**config.mk**
```make
export PLATFORM = sky130hd
export DESIGN_NAME = cascaded_angle_velocity_loop_core_flat
export DESIGN_NICKNAME = d
export VERILOG_FILES = /design/src/rtl/cavl_pkg.sv /design/src/rtl/cavl_in_if.sv /design/src/rtl/cavl_out_if.sv /design/src/rtl/cavl_state_mem.sv /design/src/rtl/cavl_engine.sv /design/src/rtl/cavl_out_stage.sv /design/src/rtl/cascaded_angle_velocity_loop_core.sv /design/src/flat_wrapper.sv
export SDC_FILE = /design/constraint.sdc
export NUM_CORES = 2
export LEC_CHECK = 0
export BUFFER_PORTS_ARGS = -buffer_cell sky130_fd_sc_hd__buf_2
export CAP_MARGIN = 20
export CORE_MARGIN = 2
export CORE_UTILIZATION = 46
export CTS_CLUSTER_DIAMETER = 40
export DETAILED_ROUTE_END_ITERATION = 6
export PLACE_DENSITY = 0.6
export SETUP_SLACK_MARGIN = 0.2
export SLEW_MARGIN = 20
export SYNTH_ARGS = -nofsm -noshare
export SYNTH_HDL_FRONTEND = slang
export SYNTH_SLANG_ARGS = --single-unit
```
**constraint.sdc**
```tcl
create_clock -name clk -period 11.9 [get_ports clk]
set_clock_uncertainty 0.1 [all_clocks]
set_input_delay 1.785 -clock clk [delete_from_list [all_inputs] [get_ports clk]]
set_output_delay 1.785 -clock clk [all_outputs]
set_load 0.05 [all_outputs]
```
**src/rtl/cavl_pkg.sv**
```systemverilog
// ----------------------------------------------------------------------------
// cavl_pkg
// Shared widths, register indexes, engine states and structs for the
// cascaded angle and velocity loop core.
// ----------------------------------------------------------------------------
package cavl_pkg;

    localparam int CHANNELS   = 4;
    localparam int CH_W       = 2;
    localparam int FRAC_BITS  = 16;
    localparam int GAIN_FRAC  = 8;
    localparam int DATA_W     = 32;
    localparam int GAIN_W     = 20;
    localparam int LIMIT_W    = 31;
    localparam int VLIM_W     = 15;
    localparam int DRIVE_W    = 16;
    localparam int DIFF_W     = DATA_W + 1;
    localparam int MUL_B_W    = GAIN_W + 1;
    localparam int PROD_W     = DIFF_W + MUL_B_W;
    localparam int ACC_W      = PROD_W + 1;
    localparam int ISUM_W     = DATA_W + 2;
    localparam int DSHIFT_W   = ACC_W - FRAC_BITS - GAIN_FRAC;
    localparam int CFG_IDX_W  = 3;
    localparam int CFG_DATA_W = 31;

    localparam logic [GAIN_W-1:0]  ANGLE_KP_RESET       = 20'd20480;
    localparam logic [GAIN_W-1:0]  ANGLE_KD_RESET       = 20'd768;
    localparam logic [GAIN_W-1:0]  VELOCITY_KP_RESET    = 20'd153600;
    localparam logic [GAIN_W-1:0]  VELOCITY_KI_RESET    = 20'd25600;
    localparam logic [LIMIT_W-1:0] SPEED_LIMIT_RESET    = 31'd1966080;
    localparam logic [LIMIT_W-1:0] INTEGRAL_LIMIT_RESET = 31'd5242880;
    localparam logic [VLIM_W-1:0]  VOLTAGE_LIMIT_RESET  = 15'd26000;

    typedef enum logic [CFG_IDX_W-1:0] {
        CFG_ANGLE_KP       = 3'd0,
        CFG_ANGLE_KD       = 3'd1,
        CFG_VELOCITY_KP    = 3'd2,
        CFG_VELOCITY_KI    = 3'd3,
        CFG_SPEED_LIMIT    = 3'd4,
        CFG_INTEGRAL_LIMIT = 3'd5,
        CFG_VOLTAGE_LIMIT  = 3'd6
    } cfg_index_t;

    typedef enum logic [3:0] {
        ENG_IDLE,
        ENG_FETCH,
        ENG_PD_A,
        ENG_PD_SUM,
        ENG_VERR,
        ENG_INTEG,
        ENG_PI_B,
        ENG_PI_SUM,
        ENG_DRIVE
    } eng_state_t;

    typedef struct packed {
        logic [GAIN_W-1:0]  angle_kp;
        logic [GAIN_W-1:0]  angle_kd;
        logic [GAIN_W-1:0]  velocity_kp;
        logic [GAIN_W-1:0]  velocity_ki;
        logic [LIMIT_W-1:0] speed_limit;
        logic [LIMIT_W-1:0] integral_limit;
        logic [VLIM_W-1:0]  voltage_limit;
    } cfg_t;

    typedef struct packed {
        logic              rd_en;
        logic [CH_W-1:0]   rd_addr;
        logic              wr_en;
        logic [CH_W-1:0]   wr_addr;
        logic [DATA_W-1:0] wr_error;
        logic [DATA_W-1:0] wr_integral;
    } mem_req_t;

    typedef struct packed {
        logic [DATA_W-1:0] error;
        logic [DATA_W-1:0] integral;
    } mem_rd_t;

endpackage

```
**src/rtl/cavl_in_if.sv**
```systemverilog
// ----------------------------------------------------------------------------
// cavl_in_if
// Valid/ready channel that carries one sample word: channel, angle error and
// measured velocity.
// ----------------------------------------------------------------------------
interface cavl_in_if;
    logic                                  valid;
    logic                                  ready;
    logic [cavl_pkg::CH_W-1:0]             channel;
    logic signed [cavl_pkg::DATA_W-1:0]    angle_error;
    logic signed [cavl_pkg::DATA_W-1:0]    measured_velocity;

    modport source (output valid, output channel, output angle_error,
                    output measured_velocity, input ready);
    modport sink (input valid, input channel, input angle_error,
                  input measured_velocity, output ready);
endinterface

```
**src/rtl/cavl_out_if.sv**
```systemverilog
// ----------------------------------------------------------------------------
// cavl_out_if
// Valid/ready channel that carries one drive word.
// ----------------------------------------------------------------------------
interface cavl_out_if;
    logic                                  valid;
    logic                                  ready;
    logic signed [cavl_pkg::DRIVE_W-1:0]   drive_voltage;

    modport source (output valid, output drive_voltage, input ready);
    modport sink (input valid, input drive_voltage, output ready);
endinterface

```
**src/rtl/cavl_state_mem.sv**
```systemverilog
// ----------------------------------------------------------------------------
// cavl_state_mem
// Per-channel state memory holding the previous angle error and the velocity
// integral, with registered read data and per-entry valid bits.
// ----------------------------------------------------------------------------
module cavl_state_mem (
    input  logic               clk,
    input  logic               rst_n,
    input  cavl_pkg::mem_req_t req,
    output cavl_pkg::mem_rd_t  rd
);

    cavl_pkg::mem_rd_t                 mem [cavl_pkg::CHANNELS];
    logic [cavl_pkg::CHANNELS-1:0]     valid_reg;
    logic                              rd_valid_reg;
    cavl_pkg::mem_rd_t                 rd_data_reg;

    // Entries never written read as zero, which matches the cleared state.
    always_ff @(posedge clk)
    begin
        if (req.wr_en)
        begin
            mem[req.wr_addr] <= '{error: req.wr_error, integral: req.wr_integral};
        end
        if (req.rd_en)
        begin
            rd_data_reg <= mem[req.rd_addr];
        end
    end

    always_ff @(posedge clk or negedge rst_n)
    begin
        if (!rst_n)
        begin
            valid_reg    <= '0;
            rd_valid_reg <= 1'b0;
        end
        else
        begin
            if (req.wr_en)
            begin
                valid_reg[req.wr_addr] <= 1'b1;
            end
            if (req.rd_en)
            begin
                rd_valid_reg <= valid_reg[req.rd_addr];
            end
        end
    end

    assign rd = rd_valid_reg ? rd_data_reg : '0;

endmodule

```
**src/rtl/cavl_engine.sv**
```systemverilog
// ----------------------------------------------------------------------------
// cavl_engine
// Sequencer and datapath of the cascaded loop: one shared multiplier and one
// accumulator step through the PD and PI terms of a sample.
// ----------------------------------------------------------------------------
module cavl_engine (
    input  logic                                clk,
    input  logic                                rst_n,
    cavl_in_if.sink                             sample,
    input  cavl_pkg::cfg_t                      cfg,
    output cavl_pkg::mem_req_t                  mem_req,
    input  cavl_pkg::mem_rd_t                   mem_rd,
    output logic                                res_valid,
    output logic signed [cavl_pkg::DRIVE_W-1:0] res_drive,
    input  logic                                res_ready
);

    localparam int DW = cavl_pkg::DATA_W;
    localparam int GF = cavl_pkg::GAIN_FRAC;
    localparam int TS = cavl_pkg::FRAC_BITS + cavl_pkg::GAIN_FRAC;
    localparam int AW = cavl_pkg::ACC_W;

    cavl_pkg::eng_state_t state_reg, state_next;

    logic [cavl_pkg::CH_W-1:0]                  ch_reg;
    logic signed [DW-1:0]                       err_reg;
    logic signed [DW-1:0]                       vel_reg;
    logic signed [cavl_pkg::DIFF_W-1:0]         derr_reg, derr_next;
    logic signed [DW-1:0]                       iold_reg;
    logic signed [cavl_pkg::DIFF_W-1:0]         verr_reg, verr_next;
    logic signed [DW-1:0]                       integ_reg, integ_next;
    logic signed [cavl_pkg::PROD_W-1:0]         prod_reg, mul_p;
    logic signed [AW-1:0]                       acc_reg, acc_next;
    logic signed [cavl_pkg::DIFF_W-1:0]         mul_a;
    logic signed [cavl_pkg::MUL_B_W-1:0]        mul_b;

    logic signed [AW-1:0]                       sum;
    logic signed [AW-1:0]                       spd_lim;
    logic signed [AW-1:0]                       t_shift;
    logic signed [cavl_pkg::DIFF_W-1:0]         target;
    logic signed [cavl_pkg::ISUM_W-1:0]         isum, ilim, ilim_neg;
    logic signed [AW-1:0]                       d_shift;
    logic signed [cavl_pkg::DSHIFT_W-1:0]       d_trunc, vlim, vlim_neg;
    logic                                       accept;

    assign accept = sample.valid && sample.ready;

    always_comb
    begin
        mul_a = '0;
        mul_b = '0;
        case (state_reg)
            cavl_pkg::ENG_FETCH:
            begin
                mul_a = {err_reg[DW-1], err_reg};
                mul_b = {1'b0, cfg.angle_kp};
            end
            cavl_pkg::ENG_PD_A:
            begin
                mul_a = derr_reg;
                mul_b = {1'b0, cfg.angle_kd};
            end
            cavl_pkg::ENG_INTEG:
            begin
                mul_a = verr_reg;
                mul_b = {1'b0, cfg.velocity_kp};
            end
            cavl_pkg::ENG_PI_B:
            begin
                mul_a = {integ_reg[DW-1], integ_reg};
                mul_b = {1'b0, cfg.velocity_ki};
            end
            default:
            begin
                mul_a = '0;
                mul_b = '0;
            end
        endcase
    end

    assign mul_p = mul_a * mul_b;

    // Running sum of the two products of a loop stage.
    assign sum     = acc_reg + {prod_reg[cavl_pkg::PROD_W-1], prod_reg};
    assign spd_lim = $signed({{(AW - cavl_pkg::LIMIT_W - GF){1'b0}}, cfg.speed_limit,
                              {GF{1'b0}}});

    // Division by a power of two that rounds toward zero.
    assign t_shift = acc_reg >>> GF;
    assign target  = t_shift[cavl_pkg::DIFF_W-1:0]
                     + $signed({{(cavl_pkg::DIFF_W-1){1'b0}},
                                (acc_reg[AW-1] && (acc_reg[GF-1:0] != '0))});

    assign isum = {{2{iold_reg[DW-1]}}, iold_reg} + {verr_reg[cavl_pkg::DIFF_W-1], verr_reg};
    assign ilim = $signed({{(cavl_pkg::ISUM_W - cavl_pkg::LIMIT_W){1'b0}},
                           cfg.integral_limit});
    assign ilim_neg = -ilim;

    assign d_shift = acc_reg >>> TS;
    assign d_trunc = d_shift[cavl_pkg::DSHIFT_W-1:0]
                     + $signed({{(cavl_pkg::DSHIFT_W-1){1'b0}},
                                (acc_reg[AW-1] && (acc_reg[TS-1:0] != '0))});
    assign vlim    = $signed({{(cavl_pkg::DSHIFT_W - cavl_pkg::VLIM_W){1'b0}},
                              cfg.voltage_limit});
    assign vlim_neg = -vlim;

    always_comb
    begin
        state_next   = state_reg;
        acc_next     = acc_reg;
        derr_next    = derr_reg;
        verr_next    = verr_reg;
        integ_next   = integ_reg;
        sample.ready = 1'b0;
        res_valid    = 1'b0;
        res_drive    = '0;
        mem_req      = '0;
        case (state_reg)
            cavl_pkg::ENG_IDLE:
            begin
                sample.ready    = 1'b1;
                mem_req.rd_en   = sample.valid;
                mem_req.rd_addr = sample.channel;
                if (sample.valid)
                begin
                    state_next = cavl_pkg::ENG_FETCH;
                end
            end
            cavl_pkg::ENG_FETCH:
            begin
                derr_next  = {err_reg[DW-1], err_reg}
                             - $signed({mem_rd.error[DW-1], mem_rd.error});
                state_next = cavl_pkg::ENG_PD_A;
            end
            cavl_pkg::ENG_PD_A:
            begin
                acc_next   = {prod_reg[cavl_pkg::PROD_W-1], prod_reg};
                state_next = cavl_pkg::ENG_PD_SUM;
            end
            cavl_pkg::ENG_PD_SUM:
            begin
                if (sum > spd_lim)
                begin
                    acc_next = spd_lim;
                end
                else if (sum < -spd_lim)
                begin
                    acc_next = -spd_lim;
                end
                else
                begin
                    acc_next = sum;
                end
                state_next = cavl_pkg::ENG_VERR;
            end
            cavl_pkg::ENG_VERR:
            begin
                verr_next  = target - {vel_reg[DW-1], vel_reg};
                state_next = cavl_pkg::ENG_INTEG;
            end
            cavl_pkg::ENG_INTEG:
            begin
                if (isum > ilim)
                begin
                    integ_next = ilim[DW-1:0];
                end
                else if (isum < ilim_neg)
                begin
                    integ_next = ilim_neg[DW-1:0];
                end
                else
                begin
                    integ_next = isum[DW-1:0];
                end
                mem_req.wr_en       = 1'b1;
                mem_req.wr_addr     = ch_reg;
                mem_req.wr_error    = err_reg;
                mem_req.wr_integral = integ_next;
                state_next          = cavl_pkg::ENG_PI_B;
            end
            cavl_pkg::ENG_PI_B:
            begin
                acc_next   = {prod_reg[cavl_pkg::PROD_W-1], prod_reg};
                state_next = cavl_pkg::ENG_PI_SUM;
            end
            cavl_pkg::ENG_PI_SUM:
            begin
                acc_next   = sum;
                state_next = cavl_pkg::ENG_DRIVE;
            end
            cavl_pkg::ENG_DRIVE:
            begin
                res_valid = 1'b1;
                if (d_trunc > vlim)
                begin
                    res_drive = vlim[cavl_pkg::DRIVE_W-1:0];
                end
                else if (d_trunc < vlim_neg)
                begin
                    res_drive = vlim_neg[cavl_pkg::DRIVE_W-1:0];
                end
                else
                begin
                    res_drive = d_trunc[cavl_pkg::DRIVE_W-1:0];
                end
                if (res_ready)
                begin
                    state_next = cavl_pkg::ENG_IDLE;
                end
            end
            default:
            begin
                state_next = cavl_pkg::ENG_IDLE;
            end
        endcase
    end

    always_ff @(posedge clk or negedge rst_n)
    begin
        if (!rst_n)
        begin
            state_reg <= cavl_pkg::ENG_IDLE;
        end
        else
        begin
            state_reg <= state_next;
        end
    end

    always_ff @(posedge clk)
    begin
        if (accept)
        begin
            ch_reg  <= sample.channel;
            err_reg <= sample.angle_error;
            vel_reg <= sample.measured_velocity;
        end
        if (state_reg == cavl_pkg::ENG_FETCH)
        begin
            iold_reg <= mem_rd.integral;
        end
        prod_reg  <= mul_p;
        acc_reg   <= acc_next;
        derr_reg  <= derr_next;
        verr_reg  <= verr_next;
        integ_reg <= integ_next;
    end

endmodule

```
**src/rtl/cavl_out_stage.sv**
```systemverilog
// ----------------------------------------------------------------------------
// cavl_out_stage
// Output register that holds a finished drive word until the sink takes it.
// ----------------------------------------------------------------------------
module cavl_out_stage (
    input  logic                                clk,
    input  logic                                rst_n,
    input  logic                                res_valid,
    input  logic signed [cavl_pkg::DRIVE_W-1:0] res_drive,
    output logic                                res_ready,
    cavl_out_if.source                          drive
);

    logic                                valid_reg;
    logic signed [cavl_pkg::DRIVE_W-1:0] drive_reg;

    assign res_ready = !valid_reg || drive.ready;

    always_ff @(posedge clk or negedge rst_n)
    begin
        if (!rst_n)
        begin
            valid_reg <= 1'b0;
        end
        else if (res_ready)
        begin
            valid_reg <= res_valid;
        end
    end

    always_ff @(posedge clk)
    begin
        if (res_valid && res_ready)
        begin
            drive_reg <= res_drive;
        end
    end

    assign drive.valid         = valid_reg;
    assign drive.drive_voltage = drive_reg;

endmodule

```
**src/rtl/cascaded_angle_velocity_loop_core.sv**
```systemverilog
// ----------------------------------------------------------------------------
// cascaded_angle_velocity_loop_core
// Four-channel cascaded PD position and PI velocity controller with
// per-channel state in a small synchronous memory.
// ----------------------------------------------------------------------------
// Channel   Role    Words
// sample    sink    channel, angle_error, measured_velocity
// drive     source  drive_voltage
// cfg_*     write   cfg_we, cfg_index, cfg_data
//
// A sample word steps through FETCH, PD_A, PD_SUM, VERR, INTEG, PI_B, PI_SUM
// and DRIVE before its drive word enters the output register, and the engine
// then takes the next sample in IDLE; the shared multiplier and the
// accumulator are stepped through the four gain products one after another.
// Reset clears the registers to their defaults and the channel state to zero.
// A stalled drive word holds the engine in its last step; the next sample is
// taken as soon as the finished word sits in the output register.
// ----------------------------------------------------------------------------
module cascaded_angle_velocity_loop_core (
    input  logic                                 clk,
    input  logic                                 rst_n,
    cavl_in_if.sink                              sample,
    cavl_out_if.source                           drive,
    input  logic                                 cfg_we,
    input  logic [cavl_pkg::CFG_IDX_W-1:0]       cfg_index,
    input  logic [cavl_pkg::CFG_DATA_W-1:0]      cfg_data
);

    cavl_pkg::cfg_t                       cfg_reg;
    cavl_pkg::mem_req_t                   mem_req;
    cavl_pkg::mem_rd_t                    mem_rd;
    logic                                 res_valid;
    logic                                 res_ready;
    logic signed [cavl_pkg::DRIVE_W-1:0]  res_drive;

    always_ff @(posedge clk or negedge rst_n)
    begin
        if (!rst_n)
        begin
            cfg_reg.angle_kp       <= cavl_pkg::ANGLE_KP_RESET;
            cfg_reg.angle_kd       <= cavl_pkg::ANGLE_KD_RESET;
            cfg_reg.velocity_kp    <= cavl_pkg::VELOCITY_KP_RESET;
            cfg_reg.velocity_ki    <= cavl_pkg::VELOCITY_KI_RESET;
            cfg_reg.speed_limit    <= cavl_pkg::SPEED_LIMIT_RESET;
            cfg_reg.integral_limit <= cavl_pkg::INTEGRAL_LIMIT_RESET;
            cfg_reg.voltage_limit  <= cavl_pkg::VOLTAGE_LIMIT_RESET;
        end
        else if (cfg_we)
        begin
            case (cfg_index)
                cavl_pkg::CFG_ANGLE_KP:
                    cfg_reg.angle_kp <= cfg_data[cavl_pkg::GAIN_W-1:0];
                cavl_pkg::CFG_ANGLE_KD:
                    cfg_reg.angle_kd <= cfg_data[cavl_pkg::GAIN_W-1:0];
                cavl_pkg::CFG_VELOCITY_KP:
                    cfg_reg.velocity_kp <= cfg_data[cavl_pkg::GAIN_W-1:0];
                cavl_pkg::CFG_VELOCITY_KI:
                    cfg_reg.velocity_ki <= cfg_data[cavl_pkg::GAIN_W-1:0];
                cavl_pkg::CFG_SPEED_LIMIT:
                    cfg_reg.speed_limit <= cfg_data[cavl_pkg::LIMIT_W-1:0];
                cavl_pkg::CFG_INTEGRAL_LIMIT:
                    cfg_reg.integral_limit <= cfg_data[cavl_pkg::LIMIT_W-1:0];
                cavl_pkg::CFG_VOLTAGE_LIMIT:
                    cfg_reg.voltage_limit <= cfg_data[cavl_pkg::VLIM_W-1:0];
                default:
                    cfg_reg <= cfg_reg;
            endcase
        end
    end

    cavl_state_mem u_state_mem (
        .clk   (clk),
        .rst_n (rst_n),
        .req   (mem_req),
        .rd    (mem_rd)
    );

    cavl_engine u_engine (
        .clk       (clk),
        .rst_n     (rst_n),
        .sample    (sample),
        .cfg       (cfg_reg),
        .mem_req   (mem_req),
        .mem_rd    (mem_rd),
        .res_valid (res_valid),
        .res_drive (res_drive),
        .res_ready (res_ready)
    );

    cavl_out_stage u_out_stage (
        .clk       (clk),
        .rst_n     (rst_n),
        .res_valid (res_valid),
        .res_drive (res_drive),
        .res_ready (res_ready),
        .drive     (drive)
    );

endmodule

```
**src/flat_wrapper.sv**
```systemverilog
// flat-port wrapper written by rule: the top's interface ports become plain ports
module cascaded_angle_velocity_loop_core_flat 
  (clk, rst_n, cfg_we, cfg_index, cfg_data, sample_valid, sample_channel, sample_angle_error, sample_measured_velocity, sample_ready, drive_valid, drive_drive_voltage, drive_ready);
  cavl_in_if sample_i ();
  cavl_out_if drive_i ();
  input  logic clk;
  input  logic rst_n;
  input  logic cfg_we;
  input  logic [cavl_pkg::CFG_IDX_W-1:0] cfg_index;
  input  logic [cavl_pkg::CFG_DATA_W-1:0] cfg_data;
  input wire logic [$bits(sample_i.valid)-1:0] sample_valid;
  input wire logic [$bits(sample_i.channel)-1:0] sample_channel;
  input wire logic [$bits(sample_i.angle_error)-1:0] sample_angle_error;
  input wire logic [$bits(sample_i.measured_velocity)-1:0] sample_measured_velocity;
  output wire logic [$bits(sample_i.ready)-1:0] sample_ready;
  output wire logic [$bits(drive_i.valid)-1:0] drive_valid;
  output wire logic [$bits(drive_i.drive_voltage)-1:0] drive_drive_voltage;
  input wire logic [$bits(drive_i.ready)-1:0] drive_ready;
  assign sample_i.valid = sample_valid;
  assign sample_i.channel = sample_channel;
  assign sample_i.angle_error = sample_angle_error;
  assign sample_i.measured_velocity = sample_measured_velocity;
  assign sample_ready = sample_i.ready;
  assign drive_valid = drive_i.valid;
  assign drive_drive_voltage = drive_i.drive_voltage;
  assign drive_i.ready = drive_ready;
  cascaded_angle_velocity_loop_core u_core (.clk(clk), .rst_n(rst_n), .sample(sample_i), .drive(drive_i), .cfg_we(cfg_we), .cfg_index(cfg_index), .cfg_data(cfg_data));
endmodule
```
==> metrics.json <==
{
  "via_per_inst": 5.81,
  "worst_path_max_delay_cell": "a221oi_4",
  "placementRows": 142,
  "number_of_hold_buffers_added_after_cts": 0,
  "clockBufferDepth": 3,
  "worst_slew_pin_slew_ns": 1.19,
  "cts_num_sinks": 808,
  "endpoints_failing_setup": 0,
  "dieHeight_um": 392,
  "finalCritPeriodShare": 0.884,
  "cts_tree": "done",
  "synth_async_sr_flop_share": 0.207,
  "synth_area_per_cell_um2": 10.0,
  "cts_setup_buffers": 0,
  "dieArea_mm2": 0.154,
  "fp.coreArea_mm2": 0.150,
  "track_usage": 0.303,
  "synth_nets": 8179,
  "drive_gt1_frac": 0.109,
  "required_time_of_the_critical_path_ns": 12.47,
  "placed_cell_area_mm2": 0.0728,
  "drv_slew": 0,
  "overflow": 0,
  "num-nets-final": 8277,
  "final_util": 0.521,
  "reg2regPathDepth": 31,
  "layout-area-overhead-vs-synth_pct": 12.6,
  "status": "finished, violations left",
  "synth_seq_cells": 808,
  "rsz0062_at_grt": "no",
  "first_global_vias": 53400,
  "placement.io_buffers": 122,
  "final_antenna_net_count": 0,
  "ys.warnings.count": 0,
  "gp_congestion": 0.972,
  "mappedNetlistArea_mm2": 0.0693,
  "hold_class": "flop to flop",
  "ctsResizeCount": 0,
  "synth.yosys.seq_area_share": 0.331,
  "period_needed_ns": 10.52,
  "cts_max_level": 4,
  "antenna_violations_before_repair": 9,
  "grt_first_pass_wirelength_um": 344000,
  "io-pin-count": 123,
  "timing_worst_setup_path_type": "flop to flop",
  "number_of_flops_mapped_to_enable_cells_by_yosys": 587,
  "hpwlAfterDp_um": 178000,
  "tritoncts.num_buffers": 145,
  "slew_headroom": 0.206,
  "arrival_ns": 11.09,
  "fin_setup_tns_ns": 0,
  "hold_viol_final": 0,
  "post-place-ws_ns": 1.43,
  "clock.fmax_mhz": 95.1,
  "drt-initial-drc-count": 4877,
  "largest_register_ff_count": 256,
  "worstPathMaxFanout": 30,
  "drv.max_cap_violation_count": 0,
  "setup.worst_path.end_class": "flop",
  "violated_checks": "design-rule violations",
  "cp_common_cell": "fa_1",
  "initial_core_utilization": 0.463,
  "clock_latency_ns": 0.82,
  "drcViolationCount": 3,
  "dominantRegCellSynth": "edfxtp_1",
  "die_w_um": 392,
  "critical-path-max-stage-delay_ns": 0.80,
  "critPathLaunchType": "flop",
  "largest_net_degree_at_the_start_of_global_routing": 105,
  "wirelength_um": 230000,
  "synthDistinctLibCells": 92,
  "worst_hold_path.num_cells": 1,
  "post_route_design_area_mm2": 0.0780,
  "initial_drt_pass_iterations": 7,
  "cts_root_buf": "clkbuf_16",
  "clock_transition_at_the_registers_of_the_reported_paths_ns": 0.06,
  "wire_length_per_cell_after_detailed_routing_um": 25.2,
  "routed-via-count": 53100,
  "post-route-worst-setup-slack_ns": 1.38,
  "syn-instance-count": 6904
}
-- worst max-delay path: cells and delay by family (launching register included) --
kind            cells  cell delay, ns
buf+inv             7            1.23
simple gates        7            1.56
fa+ha+maj           8            4.00
flops               1            0.58
xor+xnor            1            0.16
compound gates      8            2.77
-- routing by layer --
layer	vias to the layer above	track usage	wire [um]
met5	-	0	13
met4	2	0.108	8590
met3	394	0.0714	20600
met2	2034	0.464	102000
met1	26900	0.420	99200
li1	23800	-	-
-- final timing paths --
check / startpoint / endpoint / slack (ns)
max: u_core.u_engine.state_reg[3]$_DFFE_PN0P_ / u_core.u_engine.prod_reg[50]$_DFF_P_ / 1.38
min: u_core.u_state_mem.valid_reg[2]$_DFFE_PN0N_ / u_core.u_state_mem.valid_reg[2]$_DFFE_PN0N_ / 0.36
max reg2reg: u_core.u_engine.state_reg[3]$_DFFE_PN0P_ / u_core.u_engine.prod_reg[50]$_DFF_P_ / 1.38
min reg2reg: u_core.u_state_mem.valid_reg[2]$_DFFE_PN0N_ / u_core.u_state_mem.valid_reg[2]$_DFFE_PN0N_ / 0.36
max in group asynchronous: rst_n / u_core.u_engine.state_reg[2]$_DFFE_PN0P_ / 8.61
min in group asynchronous: rst_n / u_core.u_state_mem.valid_reg[3]$_DFFE_PN0N_ / 0.83
-- synthesized netlist by cell type (23+ instances only) --
cell type	number	area share
inv_1	898	0.049
nor2_1	719	0.039
fa_1	657	0.19
edfxtp_1	587	0.25
nand2_1	551	0.030
ha_1	513	0.093
a21oi_1	299	0.022
clkbuf_1	260	0.014
o21ai_0	223	0.016
xnor2_1	212	0.027
a21o_1	146	0.016
dfrtp_1	144	0.052
mux2_2	132	0.021
mux2i_1	107	0.015
nor2b_1	107	0.0097
and2_1	102	0.0092
nor3_1	100	0.0072
a211oi_1	93	0.010
a31oi_1	92	0.0083
nand3_1	79	0.0057
xor2_1	79	0.010
nand2b_1	72	0.0065
nand4_1	59	0.0053
a221oi_1	56	0.0071
dfxtp_1	54	0.016
and3_1	47	0.0042
o21a_1	44	0.0048
a22oi_1	36	0.0039
nor4_1	35	0.0032
or2_2	31	0.0028
o21bai_1	29	0.0031
a221o_1	28	0.0040
o211ai_1	26	0.0028
o31ai_1	24	0.0026
dfstp_2	23	0.0087
or3_1	23	0.0021
-- through the flow --
step,std cells,hold WS [ns]
floorplan,6904,0.331
global placement,8864,0.348
detailed placement,8866,0.350
CTS,9135,0.363
global route,9140,0.383
finish,9145,0.360
-- logic make-up (layout without fill, tap and decap cells) --
family | count (synthesis) | after routing | synth area share
multiplexers | 239 | 239 | 0.0369
AO/OA/AOI/OAI | 1240 | 1240 | 0.119
adder cells (fa/ha/maj) | 1170 | 1170 | 0.282
buffers and inverters | 1190 | 1410 | 0.0647
other | 0 | 5 | 0
XOR/XNOR | 291 | 291 | 0.0368
AND/OR/NAND/NOR | 1966 | 1966 | 0.130
flip-flops | 808 | 808 | 0.331
-- cell usage in the layout, fill, tap and decap left out, types with 100 or more instances in the layout --
| master | Yosys | final |
|---|---|---|
| buf_2 | 12 | 120 |
| a21oi_1 | 299 | 299 |
| xnor2_1 | 212 | 212 |
| and2_1 | 102 | 100 |
| edfxtp_1 | 587 | 587 |
| ha_1 | 513 | 513 |
| inv_1 | 898 | 898 |
| nand2_1 | 551 | 548 |
| dfrtp_1 | 144 | 142 |
| nor2b_1 | 107 | 105 |
| buf_4 | 0 | 113 |
| mux2i_1 | 107 | 107 |
| o21ai_0 | 223 | 222 |
| mux2_2 | 132 | 132 |
| clkbuf_16 | 0 | 145 |
| fa_1 | 657 | 657 |
| a21o_1 | 146 | 146 |
| nor2_1 | 719 | 717 |
-- cell type report --
type	count	area, um2
clock inverter	107	1370
timing repair buffer	241	1560
clock buffer	162	3760
tap	2016	2520
fill	13500	71800
sequential	808	22900
multi-input combinational	4906	42500
inverter	900	3380
antenna	5	12.5
Power is left out: the tool's default activity adds up to more than one toggle a clock period on the data nets, which glitch-free logic cannot reach.
